==> config.mk <==
export PLATFORM = sky130hd
export DESIGN_NAME = dual_sensor_drift_calibrator_flat
export DESIGN_NICKNAME = d
export VERILOG_FILES = /design/src/sv/dsdc_pkg.sv /design/src/sv/dsdc_if.sv /design/src/sv/dsdc_cordic.sv /design/src/sv/dual_sensor_drift_calibrator.sv /design/src/flat_wrapper.sv
export SDC_FILE = /design/constraint.sdc
export NUM_CORES = 2
export LEC_CHECK = 0
export ABC_AREA = 1
export BUFFER_PORTS_ARGS = -buffer_cell sky130_fd_sc_hd__clkbuf_2
export CORE_MARGIN = 4
export CORE_UTILIZATION = 55
export CTS_CLUSTER_DIAMETER = 50
export CTS_CLUSTER_SIZE = 25
export DETAILED_ROUTE_END_ITERATION = 10
export GPL_TIMING_DRIVEN = 0
export MAX_ROUTING_LAYER = met4
export PLACE_DENSITY = 0.8
export SYNTH_ARGS = -nofsm -noshare
export SYNTH_HDL_FRONTEND = slang
export SYNTH_SLANG_ARGS = --single-unit
==> constraint.sdc <==
create_clock -name clk -period 11.1 [get_ports clk]
set_input_delay 1.11 -clock clk [delete_from_list [all_inputs] [get_ports clk]]
set_output_delay 1.11 -clock clk [all_outputs]
set_load 0.02 [all_outputs]
==> src/sv/dsdc_pkg.sv <==
package dsdc_pkg;

  // Defaults for the top-level parameters.
  localparam int DSDC_CORDIC_STEPS = 16;
  localparam int DSDC_SUM_WIDTH    = 32;

  // Fixed field widths.
  localparam int KIND_W   = 2;
  localparam int ID_W     = 2;
  localparam int DELTA_W  = 16;
  localparam int CFG_W    = 16;
  localparam int OFF_W    = 17;
  localparam int STORE_W  = 18;
  localparam int THETA_W  = 17;
  localparam int MAG_W    = 32;
  localparam int TRAVEL_W = 33;

  // CORDIC arithmetic.
  localparam int GUARD      = 8;
  localparam int TAB_IW     = 5;
  localparam int ANG_W      = 34;
  localparam int THETA_LIM  = 32768;
  localparam int THETA_RND  = 32768;
  localparam int THETA_SH   = 16;
  localparam int GAIN_W     = 20;
  localparam int GAIN_FRAC  = 20;
  localparam int MAG_LIM_W  = 34 + GUARD;
  localparam int MUL_SPLIT  = 21;
  localparam int MUL_HI_W   = MAG_LIM_W - MUL_SPLIT;
  localparam int ANG_REF    = 16384;

  localparam logic [GAIN_W-1:0]       GAIN_Q20   = 20'd636751;
  localparam logic [MAG_W-1:0]        TRAVEL_MAX = 32'd3037000500;
  localparam logic signed [ANG_W-1:0] ANG_PI     = 34'sd2147483648;

  // Item kinds.
  localparam logic [KIND_W-1:0] KIND_SAMPLE = 2'd0;
  localparam logic [KIND_W-1:0] KIND_START  = 2'd1;
  localparam logic [KIND_W-1:0] KIND_STOP   = 2'd2;
  localparam logic [KIND_W-1:0] KIND_CAL    = 2'd3;

  // Sensor selectors.
  localparam logic [ID_W-1:0] SENSOR_ONE = 2'd0;
  localparam logic [ID_W-1:0] SENSOR_TWO = 2'd1;

  // Result of one vectoring run.
  typedef struct packed {
    logic                      done;
    logic signed [THETA_W-1:0] theta;
    logic [MAG_W-1:0]          mag;
  } dsdc_cres_t;

  // Arctangent of 2^-i in units of pi/2^31.
  function automatic logic [ANG_W-1:0] atan_entry(input logic [TAB_IW-1:0] idx);
    logic [ANG_W-1:0] v;
    case (idx)
      5'd0:    v = 34'd536870912;
      5'd1:    v = 34'd316933406;
      5'd2:    v = 34'd167458907;
      5'd3:    v = 34'd85004756;
      5'd4:    v = 34'd42667331;
      5'd5:    v = 34'd21354465;
      5'd6:    v = 34'd10679838;
      5'd7:    v = 34'd5341269;
      5'd8:    v = 34'd2670163;
      5'd9:    v = 34'd1335087;
      5'd10:   v = 34'd667544;
      5'd11:   v = 34'd333772;
      5'd12:   v = 34'd166886;
      5'd13:   v = 34'd83443;
      5'd14:   v = 34'd41722;
      5'd15:   v = 34'd20861;
      5'd16:   v = 34'd10430;
      5'd17:   v = 34'd5215;
      5'd18:   v = 34'd2608;
      5'd19:   v = 34'd1304;
      5'd20:   v = 34'd652;
      5'd21:   v = 34'd326;
      5'd22:   v = 34'd163;
      5'd23:   v = 34'd81;
      default: v = '0;
    endcase
    return v;
  endfunction

endpackage

==> src/sv/dsdc_if.sv <==
interface dsdc_in_if;
  import dsdc_pkg::*;
  logic                      valid;
  logic                      ready;
  logic [KIND_W-1:0]         kind;
  logic [ID_W-1:0]           sensor_id;
  logic signed [DELTA_W-1:0] delta_x;
  logic signed [DELTA_W-1:0] delta_y;

  modport source (output valid, kind, sensor_id, delta_x, delta_y, input ready);
  modport sink   (input valid, kind, sensor_id, delta_x, delta_y, output ready);
endinterface

interface dsdc_out_if;
  import dsdc_pkg::*;
  logic                       valid;
  logic                       ready;
  logic                       calibrating_flag;
  logic signed [OFF_W-1:0]    offset_one;
  logic signed [OFF_W-1:0]    offset_two;
  logic signed [TRAVEL_W-1:0] travel_one;
  logic signed [TRAVEL_W-1:0] travel_two;

  modport source (output valid, calibrating_flag, offset_one, offset_two, travel_one,
                  travel_two, input ready);
  modport sink   (input valid, calibrating_flag, offset_one, offset_two, travel_one,
                  travel_two, output ready);
endinterface

==> src/sv/dsdc_cordic.sv <==
module dsdc_cordic #(
  parameter int CORDIC_STEPS = dsdc_pkg::DSDC_CORDIC_STEPS,
  parameter int SUM_WIDTH    = dsdc_pkg::DSDC_SUM_WIDTH
) (
  input  logic                        clk,
  input  logic                        rst_n,
  input  logic                        start,
  input  logic signed [SUM_WIDTH-1:0] x_in,
  input  logic signed [SUM_WIDTH-1:0] y_in,
  output dsdc_pkg::dsdc_cres_t        res
);
  import dsdc_pkg::*;

  localparam int XW   = SUM_WIDTH + GUARD + 2;
  localparam int IW   = (CORDIC_STEPS > 1) ? $clog2(CORDIC_STEPS) : 1;
  localparam int EW   = (XW > MAG_LIM_W) ? XW : MAG_LIM_W;
  localparam int PW   = MAG_LIM_W + GAIN_W + 1;
  localparam int QW   = PW - GAIN_FRAC - GUARD;
  localparam int PRODW = MUL_SPLIT + GAIN_W;
  localparam logic [IW-1:0] LAST = IW'(CORDIC_STEPS - 1);
  localparam logic signed [ANG_W-1:0] T_HI = ANG_W'(THETA_LIM);
  localparam logic signed [ANG_W-1:0] T_LO = -T_HI;
  localparam logic signed [ANG_W-1:0] Z_RND = ANG_W'(THETA_RND);
  localparam logic [PW-1:0] P_RND = PW'(1) << (GAIN_FRAC + GUARD - 1);

  localparam logic [2:0] C_IDLE   = 3'd0;
  localparam logic [2:0] C_ITER   = 3'd1;
  localparam logic [2:0] C_PREP   = 3'd2;
  localparam logic [2:0] C_MUL_LO = 3'd3;
  localparam logic [2:0] C_MUL_HI = 3'd4;
  localparam logic [2:0] C_FIN    = 3'd5;

  logic [2:0]                state_r, state_nxt;
  logic [IW-1:0]             step_r, step_nxt;
  logic signed [XW-1:0]      x_r, x_nxt, y_r, y_nxt;
  logic signed [ANG_W-1:0]   z_r, z_nxt;
  logic signed [THETA_W-1:0] theta_r, theta_nxt;
  logic [MAG_W-1:0]          mag_r, mag_nxt;
  logic                      done_r, done_nxt;
  logic [MAG_LIM_W-1:0]      um_r, um_nxt;
  logic                      big_r, big_nxt;
  logic [PW-1:0]             acc_r, acc_nxt;

  logic signed [XW-1:0]      x_sc, y_sc, dx, dy, x_pos;
  logic signed [ANG_W-1:0]   tab, zr, t;
  logic [EW-1:0]             x_ext;
  logic [MUL_SPLIT-1:0]      mul_a;
  logic [PRODW-1:0]          prod;
  logic [QW-1:0]             q;

  // Single shared multiplier for both halves of the gain correction.
  assign mul_a = (state_r == C_MUL_HI) ? MUL_SPLIT'(um_r[MAG_LIM_W-1:MUL_SPLIT])
                                       : um_r[MUL_SPLIT-1:0];
  assign prod  = PRODW'(mul_a) * PRODW'(GAIN_Q20);

  always_comb begin
    state_nxt = state_r;
    step_nxt  = step_r;
    x_nxt     = x_r;
    y_nxt     = y_r;
    z_nxt     = z_r;
    theta_nxt = theta_r;
    mag_nxt   = mag_r;
    done_nxt  = 1'b0;
    um_nxt    = um_r;
    big_nxt   = big_r;
    acc_nxt   = acc_r;

    x_sc  = XW'(x_in) <<< GUARD;
    y_sc  = XW'(y_in) <<< GUARD;
    dx    = y_r >>> step_r;
    dy    = x_r >>> step_r;
    tab   = signed'(atan_entry(TAB_IW'(step_r)));
    zr    = z_r + Z_RND;
    t     = zr >>> THETA_SH;
    x_pos = x_r[XW-1] ? '0 : x_r;
    x_ext = EW'($unsigned(x_pos));
    q     = QW'(acc_r >> (GAIN_FRAC + GUARD));

    unique case (state_r)
      C_IDLE: begin
        if (start) begin
          if (x_in == '0 && y_in == '0) begin
            theta_nxt = '0;
            mag_nxt   = '0;
            done_nxt  = 1'b1;
          end else begin
            step_nxt  = '0;
            state_nxt = C_ITER;
            if (x_in < 0) begin
              x_nxt = -x_sc;
              y_nxt = -y_sc;
              z_nxt = (y_in >= 0) ? ANG_PI : -ANG_PI;
            end else begin
              x_nxt = x_sc;
              y_nxt = y_sc;
              z_nxt = '0;
            end
          end
        end
      end
      C_ITER: begin
        if (!y_r[XW-1]) begin
          x_nxt = x_r + dx;
          y_nxt = y_r - dy;
          z_nxt = z_r + tab;
        end else begin
          x_nxt = x_r - dx;
          y_nxt = y_r + dy;
          z_nxt = z_r - tab;
        end
        step_nxt = step_r + 1'b1;
        if (step_r == LAST) begin
          state_nxt = C_PREP;
        end
      end
      C_PREP: begin
        if (t > T_HI) begin
          theta_nxt = THETA_W'(T_HI);
        end else if (t < T_LO) begin
          theta_nxt = THETA_W'(T_LO);
        end else begin
          theta_nxt = THETA_W'(t);
        end
        big_nxt   = (x_ext >> MAG_LIM_W) != '0;
        um_nxt    = x_ext[MAG_LIM_W-1:0];
        state_nxt = C_MUL_LO;
      end
      C_MUL_LO: begin
        acc_nxt   = PW'(prod) + P_RND;
        state_nxt = C_MUL_HI;
      end
      C_MUL_HI: begin
        acc_nxt   = acc_r + (PW'(prod) << MUL_SPLIT);
        state_nxt = C_FIN;
      end
      C_FIN: begin
        if (big_r || q > QW'(TRAVEL_MAX)) begin
          mag_nxt = TRAVEL_MAX;
        end else begin
          mag_nxt = q[MAG_W-1:0];
        end
        done_nxt  = 1'b1;
        state_nxt = C_IDLE;
      end
      default: state_nxt = C_IDLE;
    endcase
  end

  always_ff @(posedge clk) begin
    if (!rst_n) begin
      state_r <= C_IDLE;
      done_r  <= 1'b0;
    end else begin
      state_r <= state_nxt;
      done_r  <= done_nxt;
    end
    step_r  <= step_nxt;
    x_r     <= x_nxt;
    y_r     <= y_nxt;
    z_r     <= z_nxt;
    theta_r <= theta_nxt;
    mag_r   <= mag_nxt;
    um_r    <= um_nxt;
    big_r   <= big_nxt;
    acc_r   <= acc_nxt;
  end

  assign res.done  = done_r;
  assign res.theta = theta_r;
  assign res.mag   = mag_r;

`ifndef ASSERT_OFF
  a_start_idle: assert property (@(posedge clk) disable iff (!rst_n)
    start |-> state_r == C_IDLE)
    else $error("vectoring run requested while the unit is busy");

  a_fin_done: assert property (@(posedge clk) disable iff (!rst_n)
    state_r == C_FIN |=> state_r == C_IDLE && done_r)
    else $error("final step did not report completion");

  a_result_range: assert property (@(posedge clk) disable iff (!rst_n)
    done_r |-> theta_r <= 17'sd32768 && theta_r >= -17'sd32768 && mag_r <= TRAVEL_MAX)
    else $error("vectoring result outside its range");
`endif

endmodule

==> src/sv/dual_sensor_drift_calibrator.sv <==
// Drift calibrator for a pair of optical motion sensors. Each request carries a kind:
// a sample adds its X and Y deltas into the chosen sensor's saturating sums (a sensor
// selector other than one or two is ignored), a start clears the sums, offsets and
// travels and raises the calibrating flag, a stop lowers the flag, and a calibrate
// runs a shared CORDIC in vectoring mode on each sensor's sums in turn. The offset is
// the reference angle (plus or minus a quarter turn, or zero, by the sign of the
// baseline register) minus the measured heading, in units of pi/32768, and the travel
// is the vector length carrying the sign of the baseline. Every request returns one
// result with the flag, both offsets and both travels after the update. Samples, starts
// and stops are handled in the idle state itself, so they stream at one request per
// cycle while the result side keeps up. A calibrate occupies the block while the
// single iterative CORDIC unit runs CORDIC_STEPS rotation steps, one rounding step,
// a gain correction done as two passes through one narrow multiplier, a saturation
// step and a handover step, for each of the two sensors, and then until the result
// register is loaded; a stalled result side lengthens the last part.
// A sensor whose sums are both zero skips the rotation and finishes from idle.
module dual_sensor_drift_calibrator #(
  parameter int CORDIC_STEPS = dsdc_pkg::DSDC_CORDIC_STEPS,
  parameter int SUM_WIDTH    = dsdc_pkg::DSDC_SUM_WIDTH
) (
  input  logic                             clk,
  input  logic                             rst_n,
  dsdc_in_if.sink                          in_req,
  dsdc_out_if.source                       out_rsp,
  input  logic                             cfg_wr_en,
  input  logic signed [dsdc_pkg::CFG_W-1:0] cfg_wr_data
);
  import dsdc_pkg::*;

  localparam logic [1:0] T_IDLE = 2'd0;
  localparam logic [1:0] T_RUN0 = 2'd1;
  localparam logic [1:0] T_RUN1 = 2'd2;
  localparam logic [1:0] T_OUT  = 2'd3;

  localparam logic signed [SUM_WIDTH-1:0] SUM_MAX = {1'b0, {(SUM_WIDTH-1){1'b1}}};
  localparam logic signed [SUM_WIDTH-1:0] SUM_MIN = {1'b1, {(SUM_WIDTH-1){1'b0}}};

  logic [1:0]                 state_r, state_nxt;
  logic signed [CFG_W-1:0]    base_r;
  logic                       flag_r, flag_nxt;
  logic signed [SUM_WIDTH-1:0] sum_x_one_r, sum_x_one_nxt, sum_y_one_r, sum_y_one_nxt;
  logic signed [SUM_WIDTH-1:0] sum_x_two_r, sum_x_two_nxt, sum_y_two_r, sum_y_two_nxt;
  logic signed [STORE_W-1:0]  off_one_r, off_one_nxt, off_two_r, off_two_nxt;
  logic signed [TRAVEL_W-1:0] trav_one_r, trav_one_nxt, trav_two_r, trav_two_nxt;

  logic                       out_valid_r, out_valid_nxt;
  logic                       out_flag_r;
  logic signed [OFF_W-1:0]    out_off_one_r, out_off_two_r;
  logic signed [TRAVEL_W-1:0] out_trav_one_r, out_trav_two_r;

  logic                        out_free, accept, load_out, cor_start;
  logic signed [SUM_WIDTH-1:0] cor_x, cor_y;
  dsdc_cres_t                  cres;
  logic signed [STORE_W-1:0]   ref_ang, new_off;
  logic signed [TRAVEL_W-1:0]  mag_ext, new_trav;

  // Saturating add of a sample delta into a sum.
  function automatic logic signed [SUM_WIDTH-1:0] sat_add(
    input logic signed [SUM_WIDTH-1:0] a,
    input logic signed [DELTA_W-1:0]   d
  );
    logic signed [SUM_WIDTH:0] s;
    s = (SUM_WIDTH+1)'(a) + (SUM_WIDTH+1)'(d);
    if (s[SUM_WIDTH] != s[SUM_WIDTH-1]) begin
      return s[SUM_WIDTH] ? SUM_MIN : SUM_MAX;
    end
    return s[SUM_WIDTH-1:0];
  endfunction

  // The output register frees up in the same cycle that the sink takes its result,
  // so short requests follow one another without a gap.
  assign out_free     = !out_valid_r || out_rsp.ready;
  assign in_req.ready = (state_r == T_IDLE) && out_free;
  assign accept       = in_req.valid && in_req.ready;

  // The first run takes sensor one straight from the accepted request; the second run
  // is launched from the completion of the first.
  assign cor_x     = (state_r == T_IDLE) ? sum_x_one_r : sum_x_two_r;
  assign cor_y     = (state_r == T_IDLE) ? sum_y_one_r : sum_y_two_r;
  assign cor_start = (accept && in_req.kind == KIND_CAL) ||
                     (state_r == T_RUN0 && cres.done);

  // Only the sign of the baseline matters: it picks the reference angle and the sign
  // given to the travel.
  always_comb begin
    if (base_r > 0) begin
      ref_ang  = STORE_W'(ANG_REF);
    end else if (base_r < 0) begin
      ref_ang  = -STORE_W'(ANG_REF);
    end else begin
      ref_ang  = '0;
    end
    mag_ext = signed'({1'b0, cres.mag});
    new_off = ref_ang - STORE_W'(cres.theta);
    if (base_r > 0) begin
      new_trav = mag_ext;
    end else if (base_r < 0) begin
      new_trav = -mag_ext;
    end else begin
      new_trav = '0;
    end
  end

  always_comb begin
    state_nxt     = state_r;
    flag_nxt      = flag_r;
    sum_x_one_nxt = sum_x_one_r;
    sum_y_one_nxt = sum_y_one_r;
    sum_x_two_nxt = sum_x_two_r;
    sum_y_two_nxt = sum_y_two_r;
    off_one_nxt   = off_one_r;
    off_two_nxt   = off_two_r;
    trav_one_nxt  = trav_one_r;
    trav_two_nxt  = trav_two_r;
    load_out      = 1'b0;

    unique case (state_r)
      T_IDLE: begin
        if (accept) begin
          unique case (in_req.kind)
            KIND_SAMPLE: begin
              load_out = 1'b1;
              if (in_req.sensor_id == SENSOR_ONE) begin
                sum_x_one_nxt = sat_add(sum_x_one_r, in_req.delta_x);
                sum_y_one_nxt = sat_add(sum_y_one_r, in_req.delta_y);
              end else if (in_req.sensor_id == SENSOR_TWO) begin
                sum_x_two_nxt = sat_add(sum_x_two_r, in_req.delta_x);
                sum_y_two_nxt = sat_add(sum_y_two_r, in_req.delta_y);
              end
            end
            KIND_START: begin
              load_out      = 1'b1;
              flag_nxt      = 1'b1;
              sum_x_one_nxt = '0;
              sum_y_one_nxt = '0;
              sum_x_two_nxt = '0;
              sum_y_two_nxt = '0;
              off_one_nxt   = '0;
              off_two_nxt   = '0;
              trav_one_nxt  = '0;
              trav_two_nxt  = '0;
            end
            KIND_STOP: begin
              load_out = 1'b1;
              flag_nxt = 1'b0;
            end
            KIND_CAL: begin
              state_nxt = T_RUN0;
            end
            default: state_nxt = T_IDLE;
          endcase
        end
      end
      T_RUN0: begin
        if (cres.done) begin
          off_one_nxt  = new_off;
          trav_one_nxt = new_trav;
          state_nxt    = T_RUN1;
        end
      end
      T_RUN1: begin
        if (cres.done) begin
          off_two_nxt  = new_off;
          trav_two_nxt = new_trav;
          state_nxt    = T_OUT;
        end
      end
      T_OUT: begin
        // The result of a calibrate waits here until the output register is free.
        if (out_free) begin
          load_out  = 1'b1;
          state_nxt = T_IDLE;
        end
      end
      default: state_nxt = T_IDLE;
    endcase

    if (load_out) begin
      out_valid_nxt = 1'b1;
    end else if (out_rsp.ready) begin
      out_valid_nxt = 1'b0;
    end else begin
      out_valid_nxt = out_valid_r;
    end
  end

  always_ff @(posedge clk) begin
    if (!rst_n) begin
      state_r     <= T_IDLE;
      out_valid_r <= 1'b0;
      base_r      <= '0;
      flag_r      <= 1'b0;
      sum_x_one_r <= '0;
      sum_y_one_r <= '0;
      sum_x_two_r <= '0;
      sum_y_two_r <= '0;
      off_one_r   <= '0;
      off_two_r   <= '0;
      trav_one_r  <= '0;
      trav_two_r  <= '0;
    end else begin
      state_r     <= state_nxt;
      out_valid_r <= out_valid_nxt;
      if (cfg_wr_en) begin
        base_r <= cfg_wr_data;
      end
      flag_r      <= flag_nxt;
      sum_x_one_r <= sum_x_one_nxt;
      sum_y_one_r <= sum_y_one_nxt;
      sum_x_two_r <= sum_x_two_nxt;
      sum_y_two_r <= sum_y_two_nxt;
      off_one_r   <= off_one_nxt;
      off_two_r   <= off_two_nxt;
      trav_one_r  <= trav_one_nxt;
      trav_two_r  <= trav_two_nxt;
    end
  end

  // The result payload is a snapshot of the state as it stands after the request.
  always_ff @(posedge clk) begin
    if (load_out) begin
      out_flag_r     <= flag_nxt;
      out_off_one_r  <= OFF_W'(off_one_nxt);
      out_off_two_r  <= OFF_W'(off_two_nxt);
      out_trav_one_r <= trav_one_nxt;
      out_trav_two_r <= trav_two_nxt;
    end
  end

  assign out_rsp.valid            = out_valid_r;
  assign out_rsp.calibrating_flag = out_flag_r;
  assign out_rsp.offset_one       = out_off_one_r;
  assign out_rsp.offset_two       = out_off_two_r;
  assign out_rsp.travel_one       = out_trav_one_r;
  assign out_rsp.travel_two       = out_trav_two_r;

  dsdc_cordic #(
    .CORDIC_STEPS (CORDIC_STEPS),
    .SUM_WIDTH    (SUM_WIDTH)
  ) u_cordic (
    .clk   (clk),
    .rst_n (rst_n),
    .start (cor_start),
    .x_in  (cor_x),
    .y_in  (cor_y),
    .res   (cres)
  );

`ifndef ASSERT_OFF
  a_start_result: assert property (@(posedge clk) disable iff (!rst_n)
    accept && in_req.kind == KIND_START |=>
      out_rsp.valid && out_rsp.calibrating_flag && out_rsp.travel_one == '0 &&
      out_rsp.offset_two == '0)
    else $error("start request did not return a cleared result");

  a_zero_baseline: assert property (@(posedge clk) disable iff (!rst_n)
    state_r == T_OUT && base_r == '0 |-> trav_one_r == '0 && trav_two_r == '0)
    else $error("travel nonzero with a zero baseline");

  a_done_in_run: assert property (@(posedge clk) disable iff (!rst_n)
    cres.done |-> state_r == T_RUN0 || state_r == T_RUN1)
    else $error("vectoring result arrived outside a calibrate");
`endif

endmodule

==> src/flat_wrapper.sv <==
// flat-port wrapper written by rule: the top's interface ports become plain ports
module dual_sensor_drift_calibrator_flat import dsdc_pkg::*;
#(
  parameter int CORDIC_STEPS = dsdc_pkg::DSDC_CORDIC_STEPS,
  parameter int SUM_WIDTH    = dsdc_pkg::DSDC_SUM_WIDTH
)
  (clk, rst_n, cfg_wr_en, cfg_wr_data, in_req_valid, in_req_kind, in_req_sensor_id, in_req_delta_x, in_req_delta_y, in_req_ready, out_rsp_valid, out_rsp_calibrating_flag, out_rsp_offset_one, out_rsp_offset_two, out_rsp_travel_one, out_rsp_travel_two, out_rsp_ready);
  dsdc_in_if in_req_i ();
  dsdc_out_if out_rsp_i ();
  input  logic clk;
  input  logic rst_n;
  input  logic cfg_wr_en;
  input  logic signed [dsdc_pkg::CFG_W-1:0] cfg_wr_data;
  input wire logic [$bits(in_req_i.valid)-1:0] in_req_valid;
  input wire logic [$bits(in_req_i.kind)-1:0] in_req_kind;
  input wire logic [$bits(in_req_i.sensor_id)-1:0] in_req_sensor_id;
  input wire logic [$bits(in_req_i.delta_x)-1:0] in_req_delta_x;
  input wire logic [$bits(in_req_i.delta_y)-1:0] in_req_delta_y;
  output wire logic [$bits(in_req_i.ready)-1:0] in_req_ready;
  output wire logic [$bits(out_rsp_i.valid)-1:0] out_rsp_valid;
  output wire logic [$bits(out_rsp_i.calibrating_flag)-1:0] out_rsp_calibrating_flag;
  output wire logic [$bits(out_rsp_i.offset_one)-1:0] out_rsp_offset_one;
  output wire logic [$bits(out_rsp_i.offset_two)-1:0] out_rsp_offset_two;
  output wire logic [$bits(out_rsp_i.travel_one)-1:0] out_rsp_travel_one;
  output wire logic [$bits(out_rsp_i.travel_two)-1:0] out_rsp_travel_two;
  input wire logic [$bits(out_rsp_i.ready)-1:0] out_rsp_ready;
  assign in_req_i.valid = in_req_valid;
  assign in_req_i.kind = in_req_kind;
  assign in_req_i.sensor_id = in_req_sensor_id;
  assign in_req_i.delta_x = in_req_delta_x;
  assign in_req_i.delta_y = in_req_delta_y;
  assign in_req_ready = in_req_i.ready;
  assign out_rsp_valid = out_rsp_i.valid;
  assign out_rsp_calibrating_flag = out_rsp_i.calibrating_flag;
  assign out_rsp_offset_one = out_rsp_i.offset_one;
  assign out_rsp_offset_two = out_rsp_i.offset_two;
  assign out_rsp_travel_one = out_rsp_i.travel_one;
  assign out_rsp_travel_two = out_rsp_i.travel_two;
  assign out_rsp_i.ready = out_rsp_ready;
  dual_sensor_drift_calibrator #(.CORDIC_STEPS(CORDIC_STEPS), .SUM_WIDTH(SUM_WIDTH)) u_core (.clk(clk), .rst_n(rst_n), .in_req(in_req_i), .out_rsp(out_rsp_i), .cfg_wr_en(cfg_wr_en), .cfg_wr_data(cfg_wr_data));
endmodule
======== Word-level counts from Yosys, hierarchy flattened ========
Memories as Yosys holds them, arrays and structs flattened. A register that Yosys moved wholly into a read port is not among the register bits.
Cells that the tools add are included.
storage, ports and cells
  flip-flop bits (word level) ............. 629
  bits in latches ......................... 0
  bits in writable memories ............... 0
  memory bits (read-only) ................. 480
  output and inout bits ................... 103
  word-level logic and storage cells ...... 233
  memories ................................ 1
memories
  name              depth  bits a word  read ports  clocked after memory_dff  wr ports  RTL line        text
  (name not given)  16     30           1           1                         0         dsdc_pkg.sv:56  case (idx)
operators by class
  add/sub/neg operators ................... 18
  multiply operators ...................... 1
  div/mod/pow operators ................... 0
  order comparisons ....................... 7
  equal/unequal tests ..................... 29
  shifts and indexed selects .............. 2
  muxes and demuxes ....................... 119
  bitwise operators ....................... 0
  reductions and logical operators ........ 28
operators by type and width
  cell                    count
  $mux 32                 23
  $mux 42                 8
  $pmux 32 s2             5
  $mux 33                 8
  $mux 17                 12
  $mux 34                 5
  $pmux 42 s2             2
  $add 32x16->33          4
  $pmux 33 s2             2
  $pmux 63 s2             1
  $pmux 17 s2             3
  $add 42x42->42          2
  $neg 40->42             2
  $sshr 42x4->42          2
  $sub 42x42->42          2
  $pmux 34 s2             1
  $logic_not 32->1        2
  $add 63x62->63          1
  $add 41x28->42 const B  1
  $mul 21x20->41 const B  1
  $gt 35x32->1 const B    1
  $add 34x17->34 const B  1
  $add 34x34->34          1
  $sub 34x34->34          1
  other kinds (37)        113

======== Logic depth before layout (Yosys ltp) ========
  word-level depth ........................ 12
  mapped depth ............................ 46

======== Hierarchy ========
A second synthesis with hierarchy kept.
unflattened totals
  cells, all modules ...................... 9,827
  area, all modules ....................... 65,668.0 µm²
modules (own cells, without submodules)
  module                        times used  cells an instance  area an instance (µm²)  sequential area each (µm²)
  dsdc_cordic                   1           5,897              40,661.5                8,308.0
  dual_sensor_drift_calibrator  1           3,930              25,006.5                7,997.7

======== Worst setup path before layout ========
No wires, ideal clock.
  kind .................................... flip-flop to flip-flop
  from .................................... register u_core.u_cordic.state_r[2]
  to ...................................... register u_core.u_cordic.acc_r[61], data pin
  library setup time ...................... 146 ps
  arrival ................................. 7,848 ps
  required time ........................... 10,954 ps
  slack ................................... 3,106 ps
  cell stages (with the launch flop) ...... 36
  path buffers ............................ 2
  period minus slack after synthesis ...... 7,994 ps
  path through ............................ dfxtp_1 clkbuf_1 nand2_1 clkbuf_1 o21ai_0 fa_1 fa_1 fa_1 inv_1 fa_1 fa_1 fa_1 inv_1 fa_1 inv_1 ha_1 nand2_1 nor2_1 inv_1 o21ai_0 inv_1 nand2_1 nand2_1 nand3_1 nand2_1 nand2_1 inv_1 ha_1 inv_1 nor3_1 nand2_1 nor3_1 nand3_1 nand3_1 o21ai_0 a21oi_1
on the way
  word-level cells in the longest chain between the ends .. 5
  elaborated cells on any way between the ends .. 6
  those cells by class .................... add/sub: 1; mul: 1; eq/ne: 2; mux: 2
ends and longest elaborated chain
  item                    RTL line                              text
  start, declared         dsdc_cordic.sv:33                     logic [2:0] state_r, state_nxt;
  start signal, assigned  dsdc_cordic.sv:155                    state_r <= state_nxt;
  $eq 3x3->1              dsdc_cordic.sv:52, dsdc_cordic.sv:80
  $mux 21                 dsdc_cordic.sv:52                     assign mul_a = (state_r == C_MUL_HI) ? MUL_SPLIT'(um_r[MAG_LIM_W-1:MUL_SPLIT])
  $mul 21x20->41          dsdc_cordic.sv:54                     assign prod = PRODW'(mul_a) * PRODW'(GAIN_Q20);
  $add 63x62->63          dsdc_cordic.sv:134                    acc_nxt = acc_r + (PW'(prod) << MUL_SPLIT);
  $pmux 63 s2 (*)         dsdc_cordic.sv:80                     unique case (state_r)
  end signal, assigned    dsdc_cordic.sv:166                    acc_r <= acc_nxt;
  end, declared           dsdc_cordic.sv:42                     logic [PW-1:0] acc_r, acc_nxt;
Mark *: on every way between the ends. The rest lies on a longest branch, timed or not.
A chain may end at the register's enable or synchronous reset.

======== Final worst setup path ========
  from .................................... register u_core.u_cordic.state_r[2]
  to ...................................... register u_core.u_cordic.acc_r[54], data pin
Same word-level chain as after synthesis.

==> results.sh <==
export IMPL_antenna_found_initial=3
export IMPL_synth_top_cell_area_share=0.170
export IMPL_port_buffers=159
export IMPL_firstDrtPassIters=7
export IMPL_critPathArrivalTime_ns=11.01
export IMPL_ios=160
export IMPL_top_layer_used="met4"
export IMPL_cts_root_buf="clkbuf_16"
export IMPL_hold_viol=0
export IMPL_drv_cap=1
export IMPL_grt_pass1_wl_um=373000
export IMPL_cts_sinks=637
export IMPL_gp_congestion=1.11
export IMPL_netlist_instances=9281
export IMPL_drive_above_1_share=0.0506
export IMPL_dr_wl_met3_um=23700
export IMPL_path_clk_slew_ns=0.06
export IMPL_clock_latency_ns=0.73
export IMPL_fin_skew_ns=0.0584
export IMPL_synthArstFlopShare=0
export IMPL_via_per_inst=5.99
export IMPL_synth_cell_area_sq_um=62800
export IMPL_critPathTopFamily="adder cells"
export IMPL_critPathSlowestCell="o21ai_1"
export IMPL_instances_no_fill=11100
export IMPL_synth_largest_area_cell="edfxtp_1"
export IMPL_cts_tree="built"
export IMPL_core_sq_um=113000
export IMPL_rsz0062_at_grt="false"
export IMPL_ys_warn_count=0
export IMPL_avgSynthCellArea_sq_um=6.77
export IMPL_cp_max_fo=10
export IMPL_drt_initial_drc_count=7518
export IMPL_grt_pass1_vias=63100
export IMPL_required_ns=11.66
export IMPL_relSlewSlack=-0.0261
export IMPL_cp_buffers_inverters=10
export IMPL_fin_crit_ns=10.45
export IMPL_fin_tns_setup_ns=0
export IMPL_setup_viol=0
export IMPL_ys_seq_area_frac=0.260
export IMPL_cts_buffers=82
export IMPL_ant_nets=0
export IMPL_startpoint_type="flip-flop"
export IMPL_grt_total_usage=0.414
export IMPL_wire_per_inst_um=22.4
export IMPL_place_hpwl_um=203000
export IMPL_via_count=66600
export IMPL_synth_edf_count=355
export IMPL_row_count=123
export IMPL_syn_nets=10000
export IMPL_final_area_sq_um=68700
export IMPL_critPathMaxStageDelay_ns=0.80
export IMPL_fin_nets=10300
export IMPL_yosys_top_cells_area="edfxtp_1 17%, nand2_1 15%, ha_1 9.9%"
export IMPL_m1WireLength_um=98400
export IMPL_violations="capacitance limit, slew limit"
export IMPL_synth_seq_cells=637
export IMPL_chipHeight_um=346
export IMPL_yosysMostFrequentCell="nand2_1"
export IMPL_ys_types=63
export IMPL_die_w_um=346
export IMPL_outcome="finished, violations left"
export IMPL_area_delta_synth_final_pct=9.39
export IMPL_grt_max_degree=77
export IMPL_synthTopCellsByCount="2452 x nand2_1, 1177 x inv_1, 886 x nor2_1"
export IMPL_dieArea_sq_um=120000
export IMPL_place_area_sq_um=65800
export IMPL_drc=0
export IMPL_dr_wl_met2_um=111000
export IMPL_path_class="flip-flop to flip-flop"
export IMPL_hp_class="flip-flop to flip-flop"
export IMPL_timing_final_crit_share=0.941
export IMPL_clock_fmax_mhz=95.7
export IMPL_dp_cells=11000
export IMPL_slew_viol_final=9
export IMPL_max_clock_path_buffers=3
export IMPL_start_util=0.556
export IMPL_gr_total_overflow=0
export IMPL_worst_pin_slew_ns=1.53
export IMPL_h_tree_depth=3
export IMPL_totalWireLength_um=249000
export IMPL_synth_ff_type="edfxtp_1"
export IMPL_critPathCaptureType="flip-flop"
[logic make-up after synthesis]
family | count (synthesis) | synth area share
adder cells (fa/ha/maj) | 692 | 0.161
XOR/XNOR | 296 | 0.0413
buffers and inverters | 1465 | 0.0904
flip-flops | 637 | 0.260
multiplexers | 2 | 0.000379
AND/OR/NAND/NOR | 4459 | 0.295
AO/OA/AOI/OAI | 1730 | 0.152
[area by class of cell]
| type | instances | area, sq um |
|---|---|---|
| fillers | 10600 | 44300 |
| multi-input cells | 7179 | 40900 |
| flip-flops and latches | 637 | 16300 |
| inverters | 1188 | 4470 |
| clock buffers | 89 | 2110 |
| well taps | 1500 | 1880 |
| plain buffers | 277 | 1220 |
| repair buffers | 178 | 1050 |
| clock inverters | 64 | 800 |
| diodes | 3 | 7.51 |
[registers in the layout (all words and copies together), names as in the netlist, 30 cells and up]
name / cells
u_core.out_rsp.travel_one: 33
u_core.u_cordic.um_r: 41
u_core.sum_x_two_r: 32
u_core.u_cordic.y_r: 42
u_core.trav_one_r: 33
u_core.trav_two_r: 33
u_core.u_cordic.tab: 30
u_core.sum_x_one_r: 32
u_core.out_rsp.travel_two: 33
u_core.u_cordic.z_r: 34
u_core.sum_y_two_r: 32
u_core.u_cordic.acc_r: 42
u_core.u_cordic.x_r: 42
u_core.u_cordic.mag_r: 32
u_core.sum_y_one_r: 32
[metrics by stage]
| step | util | hold WS (ns) | setup WS [ns] |
|---|---|---|---|
| finish | 0.608 | 0.491 | 0.652 |
| global route | 0.608 | 0.506 | 0.136 |
| CTS | 0.608 | 0.487 | 0.416 |
| detailed placement | 0.582 | 0.478 | 0.509 |
| global placement | 0.580 | 0.473 | 0.183 |
| floorplan | - | 0.457 | 3.11 |
[worst min-delay path: cells and delay by family, from the launching register on]
kind            cells  cell delay (ns)
flops               1             0.32
simple gates        1             0.06
compound gates      1             0.06
[path summary, 6_finish.rpt]
| check | startpoint | slack [ns] | depth (start not counted) | end |
|---|---|---|---|---|
| max | u_core.u_cordic.state_r[2]$_SDFFE_PN0P_ | 0.65 | 36 | u_core.u_cordic.acc_r[54]$_SDFFCE_PN0P_ |
| max reg2reg | u_core.u_cordic.state_r[2]$_SDFFE_PN0P_ | 0.65 | 36 | u_core.u_cordic.acc_r[54]$_SDFFCE_PN0P_ |
| min reg2reg | u_core.sum_y_two_r[4]$_SDFFE_PN0P_ | 0.49 | 2 | u_core.sum_y_two_r[4]$_SDFFE_PN0P_ |
| min | u_core.sum_y_two_r[4]$_SDFFE_PN0P_ | 0.49 | 2 | u_core.sum_y_two_r[4]$_SDFFE_PN0P_ |
[per-layer routing]
layer | global-route usage | vias up
li1 | - | 31300
met1 | 0.513 | 31000
met2 | 0.649 | 3559
met3 | 0.0713 | 757
met4 | 0.216 | 0
met5 | - | -
[what timing repair did]
item	CTS	global route
endpoints found under the setup margin	0	3
hold buffers	0	0
buffers inserted	0	0
resized for setup	0	5
endpoints found under the hold margin	0	0
[layout by cell type (no fill, tap or decap), types with 27 or more instances in the layout]
master and count:
a21o_1 51, a21oi_1 797, a31oi_1 47, buf_1 37, buf_2 53, clkbuf_1 174, clkbuf_16 82, clkbuf_2 160
dfxtp_1 282, edfxtp_1 355, fa_1 196, ha_1 496, inv_1 1176, nand2_1 2452, nand3_1 777, nand4_1 82
nor2_1 884, nor3_1 99, nor4_1 27, o211ai_1 119, o21ai_0 514, o21ai_1 62, o21bai_1 37, or2_2 28
xnor2_1 139, xor2_1 157
Power is left out: the tool's default activity adds up to more than one toggle a clock period on the data nets, which glitch-free logic cannot reach.
